File: src/design/gdn_pkg.sv
// Shared types and constants for the Gregorian day number converter.
// Used by gdn_ctrl, gdn_dp and the top level; depends on nothing.
package gdn_pkg;

  localparam int unsigned DN_W   = 22;
  localparam int unsigned DAY_W  = 5;
  localparam int unsigned MON_W  = 4;
  localparam int unsigned YEAR_W = 14;
  localparam int unsigned DBY_W  = 24;
  localparam int unsigned DOY_W  = 9;

  localparam logic [21:0] RECIP_366       = 22'd2933721;
  localparam int unsigned RECIP_366_SHIFT = 30;
  localparam logic [12:0] RECIP_100       = 13'd5243;
  localparam int unsigned RECIP_100_SHIFT = 19;

  localparam logic signed [DBY_W-1:0] DBY_YEAR_ZERO = -24'sd366;

  localparam logic OP_TO_NUMBER = 1'b0;
  localparam logic OP_TO_DATE   = 1'b1;

  typedef enum logic [2:0] {
    S_IDLE,
    S_EST,
    S_E1,
    S_E2,
    S_DOY,
    S_FIN
  } state_t;

  typedef struct packed {
    logic load;
    logic est;
    logic e1;
    logic take;
    logic doy;
    logic fin;
  } cmd_t;

  typedef struct packed {
    logic op;
    logic gt;
    logic out_free;
  } status_t;

  // Days of a year before the first of month m.
  function automatic logic [DOY_W-1:0] cum_days(input logic [MON_W-1:0] m, input logic leap);
    logic [DOY_W-1:0] base;
    case (m)
      4'd0:    base = 9'd0;
      4'd1:    base = 9'd0;
      4'd2:    base = 9'd31;
      4'd3:    base = 9'd59;
      4'd4:    base = 9'd90;
      4'd5:    base = 9'd120;
      4'd6:    base = 9'd151;
      4'd7:    base = 9'd181;
      4'd8:    base = 9'd212;
      4'd9:    base = 9'd243;
      4'd10:   base = 9'd273;
      4'd11:   base = 9'd304;
      4'd12:   base = 9'd334;
      4'd13:   base = 9'd365;
      4'd14:   base = 9'd396;
      4'd15:   base = 9'd427;
      default: base = 9'd0;
    endcase
    return base + {8'd0, (leap && (m >= 4'd3))};
  endfunction

endpackage

File: src/design/gregorian_day_number_convert_unit.sv
// Top level of the Gregorian day number converter.
// Depends on gdn_pkg, gdn_ctrl and gdn_dp.
//
//  channel | handshake           | payload
//  in      | in_valid, in_stall   | op, day, month, year, day_number
//  out     | out_valid, out_stall | out_day, out_month, out_year, out_day_number
//
// Date to number runs the estimate, the year evaluation and the output in that order.
// Number to date steps the year up k times after the n/366 estimate
// (k <= 25 over the full 22-bit range), then finds the day of year and the output.
// One item at a time; the next item is taken while a result waits in the output register.
// Reset: synchronous, clears the sequencer and out_valid.
module gregorian_day_number_convert_unit (
  input  logic                       clk,
  input  logic                       rst,
  input  logic                       in_valid,
  output logic                       in_stall,
  input  logic                       op,
  input  logic [gdn_pkg::DAY_W-1:0]  day,
  input  logic [gdn_pkg::MON_W-1:0]  month,
  input  logic [gdn_pkg::YEAR_W-1:0] year,
  input  logic [gdn_pkg::DN_W-1:0]   day_number,
  output logic                       out_valid,
  input  logic                       out_stall,
  output logic [gdn_pkg::DAY_W-1:0]  out_day,
  output logic [gdn_pkg::MON_W-1:0]  out_month,
  output logic [gdn_pkg::YEAR_W-1:0] out_year,
  output logic [gdn_pkg::DN_W-1:0]   out_day_number
);
  import gdn_pkg::*;

  cmd_t    cmd;
  status_t status;

  gdn_ctrl u_ctrl (
    .clk      (clk),
    .rst      (rst),
    .in_valid (in_valid),
    .in_stall (in_stall),
    .status   (status),
    .cmd      (cmd)
  );

  gdn_dp u_dp (
    .clk            (clk),
    .rst            (rst),
    .cmd            (cmd),
    .status         (status),
    .op             (op),
    .day            (day),
    .month          (month),
    .year           (year),
    .day_number     (day_number),
    .out_valid      (out_valid),
    .out_stall      (out_stall),
    .out_day        (out_day),
    .out_month      (out_month),
    .out_year       (out_year),
    .out_day_number (out_day_number)
  );

endmodule

File: src/design/gdn_ctrl.sv
// Sequencer for the day number converter: estimate, year stepping, month and output.
// Depends on gdn_pkg; drives gdn_dp through cmd_t and reads status_t.
module gdn_ctrl (
  input  logic             clk,
  input  logic             rst,
  input  logic             in_valid,
  output logic             in_stall,
  input  gdn_pkg::status_t status,
  output gdn_pkg::cmd_t    cmd
);
  import gdn_pkg::*;

  state_t state, state_next;

  always_ff @(posedge clk) begin
    if (rst) begin
      state <= S_IDLE;
    end else begin
      state <= state_next;
    end
  end

  always_comb begin
    state_next = state;
    case (state)
      S_IDLE: begin
        if (in_valid) state_next = S_EST;
      end
      S_EST: state_next = S_E1;
      S_E1:  state_next = S_E2;
      S_E2: begin
        if (status.op == OP_TO_NUMBER) state_next = S_FIN;
        else if (status.gt)            state_next = S_E1;
        else                           state_next = S_DOY;
      end
      S_DOY: state_next = S_FIN;
      S_FIN: begin
        if (status.out_free) state_next = S_IDLE;
      end
      default: state_next = S_IDLE;
    endcase
  end

  always_comb begin
    cmd      = '0;
    in_stall = (state != S_IDLE);
    case (state)
      S_IDLE:  cmd.load = in_valid;
      S_EST:   cmd.est  = 1'b1;
      S_E1:    cmd.e1   = 1'b1;
      S_E2:    cmd.take = (status.op == OP_TO_NUMBER) || status.gt;
      S_DOY:   cmd.doy  = 1'b1;
      S_FIN:   cmd.fin  = status.out_free;
      default: cmd      = '0;
    endcase
  end

endmodule

File: src/design/gdn_dp.sv
// Datapath of the day number converter: item registers, year evaluation,
// month lookup and the output register. Depends on gdn_pkg.
module gdn_dp (
  input  logic                       clk,
  input  logic                       rst,
  input  gdn_pkg::cmd_t              cmd,
  output gdn_pkg::status_t           status,
  input  logic                       op,
  input  logic [gdn_pkg::DAY_W-1:0]  day,
  input  logic [gdn_pkg::MON_W-1:0]  month,
  input  logic [gdn_pkg::YEAR_W-1:0] year,
  input  logic [gdn_pkg::DN_W-1:0]   day_number,
  output logic                       out_valid,
  input  logic                       out_stall,
  output logic [gdn_pkg::DAY_W-1:0]  out_day,
  output logic [gdn_pkg::MON_W-1:0]  out_month,
  output logic [gdn_pkg::YEAR_W-1:0] out_year,
  output logic [gdn_pkg::DN_W-1:0]   out_day_number
);
  import gdn_pkg::*;

  logic                     op_r;
  logic [DAY_W-1:0]         day_r;
  logic [MON_W-1:0]         month_r;
  logic [YEAR_W-1:0]        year_r;
  logic [DN_W-1:0]          dn_r;
  logic [YEAR_W-1:0]        ye;
  logic [YEAR_W-1:0]        yr;
  logic                     zero_r;
  logic [YEAR_W-1:0]        p_r;
  logic [22:0]              m365;
  logic [7:0]               q100;
  logic signed [DBY_W-1:0]  dby_lo;
  logic                     leap_lo;
  logic [DOY_W-1:0]         doy;

  logic [43:0]              est_prod;
  logic [YEAR_W-1:0]        p_next;
  logic [26:0]              q100_prod;
  logic [5:0]               q400;
  logic [DBY_W-1:0]         dby_sum;
  logic signed [DBY_W-1:0]  dby_next;
  logic [YEAR_W-1:0]        r100;
  logic [YEAR_W-1:0]        r400;
  logic                     leap_next;
  logic [DBY_W-1:0]         doy_diff;
  logic [MON_W-1:0]         mo_cnt;
  logic [MON_W-1:0]         mo;
  logic [DOY_W-1:0]         dy_full;
  logic [DBY_W-1:0]         dn_sum;

  assign est_prod  = {22'd0, dn_r} * {22'd0, RECIP_366};
  assign p_next    = ye - 14'd1;
  assign q100_prod = {13'd0, p_next} * {14'd0, RECIP_100};

  assign q400      = q100[7:2];
  assign dby_sum   = {1'b0, m365} + {12'd0, p_r[13:2]} - {16'd0, q100} + {18'd0, q400};
  assign dby_next  = zero_r ? DBY_YEAR_ZERO : $signed(dby_sum);
  assign r100      = p_r - ({6'd0, q100} * 14'd100);
  assign r400      = p_r - ({8'd0, q400} * 14'd400);
  assign leap_next = zero_r || ((p_r[1:0] == 2'b11) && (r100 != 14'd99)) || (r400 == 14'd399);

  assign doy_diff  = {2'b00, dn_r} - dby_lo;

  always_comb begin
    mo_cnt = '0;
    for (int k = 1; k <= 11; k++) begin
      if (doy > cum_days(MON_W'(k + 1), leap_lo)) mo_cnt = mo_cnt + 4'd1;
    end
    mo      = mo_cnt + 4'd1;
    dy_full = doy - cum_days(mo, leap_lo);
  end

  assign dn_sum = {19'd0, day_r} + {15'd0, cum_days(month_r, leap_lo)} + dby_lo;

  assign status.op       = op_r;
  assign status.gt       = $signed({2'b00, dn_r}) > dby_next;
  assign status.out_free = !out_valid || !out_stall;

  always_ff @(posedge clk) begin
    if (cmd.load) begin
      op_r    <= op;
      day_r   <= day;
      month_r <= month;
      year_r  <= year;
      dn_r    <= day_number;
    end
    if (cmd.est) begin
      ye <= (op_r == OP_TO_DATE) ? est_prod[RECIP_366_SHIFT +: YEAR_W] : year_r;
    end
    if (cmd.e1) begin
      zero_r <= (ye == '0);
      p_r    <= p_next;
      m365   <= {9'd0, p_next} * 23'd365;
      q100   <= q100_prod[RECIP_100_SHIFT +: 8];
    end
    if (cmd.take) begin
      yr      <= ye;
      dby_lo  <= dby_next;
      leap_lo <= leap_next;
      ye      <= ye + 14'd1;
    end
    if (cmd.doy) begin
      doy <= doy_diff[DOY_W-1:0];
    end
    if (cmd.fin) begin
      if (op_r == OP_TO_NUMBER) begin
        out_day        <= day_r;
        out_month      <= month_r;
        out_year       <= year_r;
        out_day_number <= dn_sum[DN_W-1:0];
      end else begin
        out_day        <= dy_full[DAY_W-1:0];
        out_month      <= mo;
        out_year       <= yr;
        out_day_number <= dn_r;
      end
    end
  end

  always_ff @(posedge clk) begin
    if (rst) begin
      out_valid <= 1'b0;
    end else if (cmd.fin) begin
      out_valid <= 1'b1;
    end else if (out_valid && !out_stall) begin
      out_valid <= 1'b0;
    end
  end

endmodule

File: config.mk
export PLATFORM = sky130hd
export DESIGN_NAME = gregorian_day_number_convert_unit
export DESIGN_NICKNAME = d
export VERILOG_FILES = /design/src/design/gdn_pkg.sv /design/src/design/gregorian_day_number_convert_unit.sv /design/src/design/gdn_ctrl.sv /design/src/design/gdn_dp.sv
export SDC_FILE = /design/constraint.sdc
export NUM_CORES = 1
export LEC_CHECK = 0
export BUFFER_PORTS_ARGS = -buffer_cell sky130_fd_sc_hd__buf_2
export CORE_MARGIN = 1
export CORE_UTILIZATION = 49
export DETAILED_ROUTE_END_ITERATION = 12
export PLACE_DENSITY = 0.78
export SLEW_MARGIN = 20
export SYNTH_ARGS = -nofsm -noshare
export SYNTH_HDL_FRONTEND = slang
export SYNTH_HIERARCHICAL = 1
export SYNTH_SLANG_ARGS = --single-unit
File: constraint.sdc
create_clock -name clk -period 8.5 [get_ports clk]
set_clock_uncertainty 0.1 [all_clocks]
set_input_delay 0.425 -clock clk [delete_from_list [all_inputs] [get_ports clk]]
set_output_delay 0.425 -clock clk [all_outputs]
set_load 0.01 [all_outputs]
Yosys cells after proc, flatten, opt, wreduce, memory -nomap -nowiden. Memories as Yosys holds them, arrays and structs flattened. A register that Yosys moved wholly into a read port is not among the register bits. Index checks and enable logic that the tools add are counted.

Memory bits (read-only): 288. Bits of input ports: 50. Bits in registers: 201. Word-level logic and storage cells: 135. Output and inout port bits: 47. Memories: 2.

Memory list: (no name shown) (words 16, bits a word 9, read ports 1, clocked after Yosys merged registers in 1, write ports 0, RTL line gdn_pkg.sv:49) `case (m)`; (no name shown) (words 16, bits a word 9, read ports 1, clocked after Yosys merged registers in 0, write ports 0, RTL line gdn_pkg.sv:49).

Order comparisons: 14. Add/subtract/negate cells: 34. Equality and inequality tests: 10. Multipliers: 5. Reduce and logical (&&, ||, !) cells: 16. Bitwise operators: 1. Multiplexer cells: 33.

Operator list (count): $gt A9 B9 Y1 (7); $mux W14 (4); $mux W4 (12); $add A4 B1 Y4 const B (11); $mul A22 B22 Y44 const B (1); $add A8 B1 Y9 const A (4); $sub A14 B14 Y14 (2); $add A9 B1 Y9 const A (3); $mul A14 B13 Y27 const B (1); $add A23 B12 Y24 (1); $add A24 B6 Y24 (1); $gt A23 B24 Y1 (1); $mux W24 (1); $sub A24 B8 Y24 (1); $mul A14 B9 Y23 const B (1); $add A10 B22 Y22 (1); $mux W22 (1); $gt A9 B8 Y1 (2); $pmux W3 S6 (1); $add A7 B1 Y8 const A (2); $add A14 B1 Y14 const B (1); $eq A14 B9 Y1 const B (1); $logic_not A14 Y1 (1); $ne A14 B7 Y1 const B (1); other kinds (29) (51).

Longest topological paths before layout.
Depth after elaboration: 28. Gate-level depth with buffers: 48. Gate-level depth less buffers: 48.

Modules after synthesis. Netlist, hierarchy kept.

By module, submodules not included: gdn_dp (times used 1, cells each 2612, area an instance 27546.4 um^2, seq. area each 6055.8 um^2); gdn_ctrl (times used 1, cells each 28, area an instance 224.0 um^2, seq. area each 60.1 um^2).

Least setup slack after synthesis. No wires, ideal clock.

Kind: flip-flop to flip-flop. Start: register u_dp.leap_lo. End: register u_dp/out_day[4] in the netlist's numbering, data pin. Path slack: -484 ps. Clock period less this slack: 8984 ps. Buffers on the path: 0. Arrival time: 8618 ps. Library setup time: 266 ps. Stages on the path, launching flop included: 44. Required time: 8134 ps. Cell sequence: edfxtp_1 inv_1 ha_1 o21bai_1 a21oi_1 a31oi_1 a311oi_1 ha_1 o31ai_2 a2bb2oi_4 ha_1 o21bai_1 o31a_1 ha_1 xnor2_1 o21ai_1 or2_4 ha_1 [8 not listed] o2bb2ai_1 a21oi_1 ha_1 xnor2_1 inv_2 ha_1 nor2_1 a21oi_1 ha_1 inv_1 ha_1 a21oi_1 xnor2_1 nor2_1 nand3_1 mux2i_1 a311oi_1 nand3_1.

Cells in the longest elaborated chain, start to end: 27. Elaborated cells on any way between the ends: 46. Classes of those cells: 22 x add/sub; 11 x order compare; 11 x mux; 1 x reduce/logical; 1 x memory.

Ends and longest elaborated chain: start: declaration (RTL line gdn_dp.sv:34) `logic leap_lo;`; start signal: assignment (RTL line gdn_dp.sv:100) `leap_lo <= leap_next;`; $add A6 B1 Y7 (RTL line gdn_pkg.sv:68) `return base + {8'd0, (leap && (m >= 4'd3))};`; $gt A9 B7 Y1 (RTL line gdn_dp.sv:68) `if (doy > cum_days(MON_W'(k + 1), leap_lo)) mo_cnt = mo_cnt + 4'd1;`; $mux W4 (RTL line gdn_dp.sv:68); $add A4 B1 Y4 (RTL line gdn_dp.sv:68); $mux W4 (RTL line gdn_dp.sv:68); $add A4 B1 Y4 (RTL line gdn_dp.sv:68); $mux W4 (RTL line gdn_dp.sv:68); $add A4 B1 Y4 (RTL line gdn_dp.sv:68); [11 not listed]; $add A4 B1 Y4 (RTL line gdn_dp.sv:68); $mux W4 (RTL line gdn_dp.sv:68); $add A4 B1 Y4 (RTL line gdn_dp.sv:70) `mo = mo_cnt + 4'd1;`; $ge A4 B2 Y1 (RTL line gdn_pkg.sv:68); $logic_and A1 B1 Y1 (RTL line gdn_pkg.sv:68); $add A5 B1 Y5 * (RTL line gdn_pkg.sv:68); $sub A5 B5 Y5 * (RTL line gdn_dp.sv:71) `dy_full = doy - cum_days(mo, leap_lo);`; $mux W5 * (RTL line gdn_dp.sv:107) `if (op_r == OP_TO_NUMBER) begin`; end signal: assignment (RTL line gdn_dp.sv:108) `out_day <= day_r;`; end signal: assignment (RTL line gdn_dp.sv:113) `out_day <= dy_full[DAY_W-1:0];`; end: declaration (RTL line gdn_dp.sv:15) `output logic [gdn_pkg::DAY_W-1:0] out_day,`.

Every way passes the cells marked *; elsewhere a longest branch is shown, timed or not. A chain may end at the register's enable or synchronous reset.

Worst setup path in the final report.
Start: register u_dp.doy[1]. End: register u_dp/out_day[4] in the netlist's numbering, data pin.

Cells in the longest elaborated chain, start to end: 28. Elaborated cells on any way between the ends: 39. Classes of those cells: 13 x add/sub; 12 x order compare; 12 x mux; 1 x reduce/logical; 1 x memory.

Ends and longest elaborated chain: start: declaration (RTL line gdn_dp.sv:35) `logic [DOY_W-1:0] doy;`; start signal: assignment (RTL line gdn_dp.sv:104) `doy <= doy_diff[DOY_W-1:0];`; $gt A9 B5 Y1 (RTL line gdn_dp.sv:68); $mux W1 (RTL line gdn_dp.sv:68); $add A4 B1 Y4 (RTL line gdn_dp.sv:68); $mux W4 (RTL line gdn_dp.sv:68); $add A4 B1 Y4 (RTL line gdn_dp.sv:68); $mux W4 (RTL line gdn_dp.sv:68); $add A4 B1 Y4 (RTL line gdn_dp.sv:68); $mux W4 (RTL line gdn_dp.sv:68); [12 not listed]; $add A4 B1 Y4 (RTL line gdn_dp.sv:68); $mux W4 (RTL line gdn_dp.sv:68); $add A4 B1 Y4 (RTL line gdn_dp.sv:70); $ge A4 B2 Y1 (RTL line gdn_pkg.sv:68); $logic_and A1 B1 Y1 (RTL line gdn_pkg.sv:68); $add A5 B1 Y5 (RTL line gdn_pkg.sv:68); $sub A5 B5 Y5 * (RTL line gdn_dp.sv:71); $mux W5 * (RTL line gdn_dp.sv:107).

Marks and branches as above.

==> flow_summary.toml <==
[run_status]
status = "finished, violations left"
violations = "negative setup slack"

[setup_path]
critPathBufInv = 1
critPathMaxStageDelay_ns = 0.51
ff2ff_setup_slack_ns = -0.09
cp-end-kind = "flop"
crit-reg2reg-launch = "u_dp/doy[1]$_DFFE_PP_"
rr_endpoint = "u_dp/out_day[4]$_DFFE_PP_"
rr_worst_depth = 41
slowest_stage = "edfxtp_1"
crit_fanout = 4
critPathKind = "flop to flop"
critical_path_required_ns = 8.70
crit_arrival_ns = 8.79
critical-path-top-delay-family = "compound AO/OA/AOI/OAI gates"
startpoint_type = "flop"

[hold_path]
min_from = "in_valid"
holdPathEnd = "u_ctrl/state[2]$_SDFFE_PP0P_"
min_path_cells = 3
min_path_type = "input pin to flop"

[detailed_routing]
wl_met2_mm = 32.7
wl_per_cell_um = 18.0
first_pass_iters = 7
top_layer = "met4"
wl_met1_mm = 28.0
vias_per_cell = 5.34
drt-initial-drc-count = 1136
ant_nets = 0
vias = 19446
wl_mm = 65.5
post-route-drc-count = 0
wl_met3_mm = 2.84

[cells_and_area]
num-nets-final = 3775
area_growth_pct = 13.3
n_antenna_cell = 0
drive_gt1_share_pct = 12.4
multi_input_area_um2 = 19600
final_cells = 3642
nFillCells = 4648
seq_area_um2 = 6120

[die]
die_x_um = 240
core_um2 = 55500
initial_utilization_pct = 50.0
rows = 86
die_y_um = 240
io_pins = 97
die-area_um2 = 57600

[place]
gp_congestion = 0.950
dp.cells = 3520
numPortBuffers = 96
place_hpwl_mm = 52.7

[synth]
synthDistinctLibCells = 101
avgSynthCellArea_um2 = 10.5
synth_edf_count = 195
synth.net_count = 3538
synth.most_common_cell = "inv_1"
synthTopCellsByArea = "ha_1 24%, fa_1 22%, edfxtp_1 21%"
yosysTopAreaCell = "ha_1"
synthFlopType = "edfxtp_1"
synth-seq-area-share_pct = 22.0
yosys.area.top_type_share_pct = 24.1
synthesis.area_um2 = 27800
ys_seq_elements = 208
synth.yosys.warnings = 6
async_reset_ff_share_pct = 0
synth_common_cells = "586 x inv_1, 536 x ha_1, 312 x fa_1"
synthCells = 2640

[global_routing]
grt_max_degree = 85
grt_util_all_layers_pct = 23.3
grt_pass1_wl_mm = 106
antenna_found_initial = 0
grt-ovfl-total = 0
grt_pass1_vias = 20793

[clock_network]
cts_max_path_buffers = 3
cts_buffers = 26
cts_sinks = 208
root_buffer = "clkbuf_16"
cts_max_level = 1
tritoncts = "yes"
insertion_delay_ns = 0.56
cts.clk_slew.worst_paths_ns = 0.06

[sta]
setup_viol = 1
tightestPinTransition_ns = 0.923
clock.fmax_mhz = 116
hold_viol = 0
layout_setup_ws_ns = -0.0923
final_max_slew_viol_count = 0
relSlewSlack_pct = 38.4
fin_crit_sh_pct = 101
layout_min_cycle_time_ns = 8.59
rsz0062_at_grt = "yes"

[flow_run]
drv_cap = 0
-- flip-flops by register name (all words and copies together) (netlist names), 5 cells and up, named ones only --
| name | flops |
|---|---|
| u_dp/day_r | 5 |
| u_dp/dby_lo | 22 |
| u_dp/dn_r | 22 |
| u_dp/doy | 9 |
| u_dp/m365 | 21 |
| u_dp/out_day | 5 |
| u_dp/out_day_number | 22 |
| u_dp/out_year | 14 |
| u_dp/p_r | 14 |
| u_dp/q100 | 8 |
| u_dp/ye | 14 |
| u_dp/year_r | 14 |
| u_dp/yr | 14 |
-- how the worst max path moves through the flow --
stage | from | to | slack, ns | depth (start not counted)
floorplan | u_dp/leap_lo$_DFFE_PP_ | u_dp/out_day[4]$_DFFE_PP_ | -0.06 | 41
global route | u_dp/leap_lo$_DFFE_PP_ | u_dp/out_day[4]$_DFFE_PP_ | -0.53 | 44
finish | u_dp/doy[1]$_DFFE_PP_ | u_dp/out_day[4]$_DFFE_PP_ | -0.09 | 41
detailed placement | u_dp/doy[1]$_DFFE_PP_ | u_dp/out_day[4]$_DFFE_PP_ | -0.24 | 44
CTS | u_dp/leap_lo$_DFFE_PP_ | u_dp/out_day[4]$_DFFE_PP_ | 0.005 | 42
global placement | u_dp/doy[1]$_DFFE_PP_ | u_dp/out_day[4]$_DFFE_PP_ | -0.03 | 44
-- layout by cell type (no fill, tap or decap), types with 27 or more instances in the layout --
| cell | synthesis | layout |
|---|---|---|
| xnor2_1 | 92 | 86 |
| a21oi_1 | 102 | 99 |
| nand2_1 | 120 | 118 |
| nand2b_1 | 28 | 28 |
| fa_1 | 312 | 310 |
| xor2_1 | 58 | 57 |
| dlygate4sd3_1 | 0 | 48 |
| edfxtp_1 | 195 | 195 |
| nor2_1 | 85 | 82 |
| o21ai_0 | 78 | 74 |
| buf_2 | 2 | 96 |
| clkbuf_16 | 0 | 27 |
| buf_4 | 1 | 97 |
| a21o_1 | 46 | 46 |
| nand3_1 | 29 | 29 |
| inv_1 | 586 | 583 |
| ha_1 | 536 | 526 |
-- metrics by stage --
step	cell area, µm²	utilization, %	worst slack [ns]	setup TNS (ns)	hold slack, ns
finish	31500	56.7	-0.0923	-0.0923	0.0765
global placement	29700	53.5	-0.0328	-0.0328	0.386
CTS	31300	56.4	0.00493	0	0.0458
floorplan	28000	-	-0.0562	-0.0562	0.324
global route	31500	56.7	-0.529	-0.595	0.111
detailed placement	29800	53.6	-0.237	-0.237	0.402
-- timing repair --
item	in CTS	in global routing
hold buffers	48	0
hold endpoints to repair	48	0
endpoints found under the setup margin	1	3
pin swaps	20	26
setup buffers	25	4
resized for setup	12	23
-- cell type report --
cell class,count,area share (%)
multi-input cells,1807,62.2
flip-flops and latches,208,19.4
inverters,589,7.05
repair buffers,245,5.56
well taps,748,2.97
clock buffers,31,2.23
clock inverters,14,0.513
-- tightest hold or removal path: cells and delay by family --
| kind | cells | cell delay [ns] |
|---|---|---|
| buf+inv | 1 | 0.10 |
| compound gates | 2 | 0.17 |
-- metal layers --
layer	up-vias	GRT usage, %
li1	9263	-
met4	0	7.22
met3	125	2.71
met1	9594	29.7
met5	-	0
met2	464	41.3
-- cells by family after synthesis --
group	count (synthesis)	synth area share, %
compound gates	367	8.85
flops	208	22.0
simple gates	410	7.49
xor+xnor	157	5.28
buf+inv	625	8.72
mux	25	0.996
fa+ha+maj	848	46.6
Power is not shown: default switching activity piles up to over one toggle a cycle in this logic, so the estimate is an artifact.
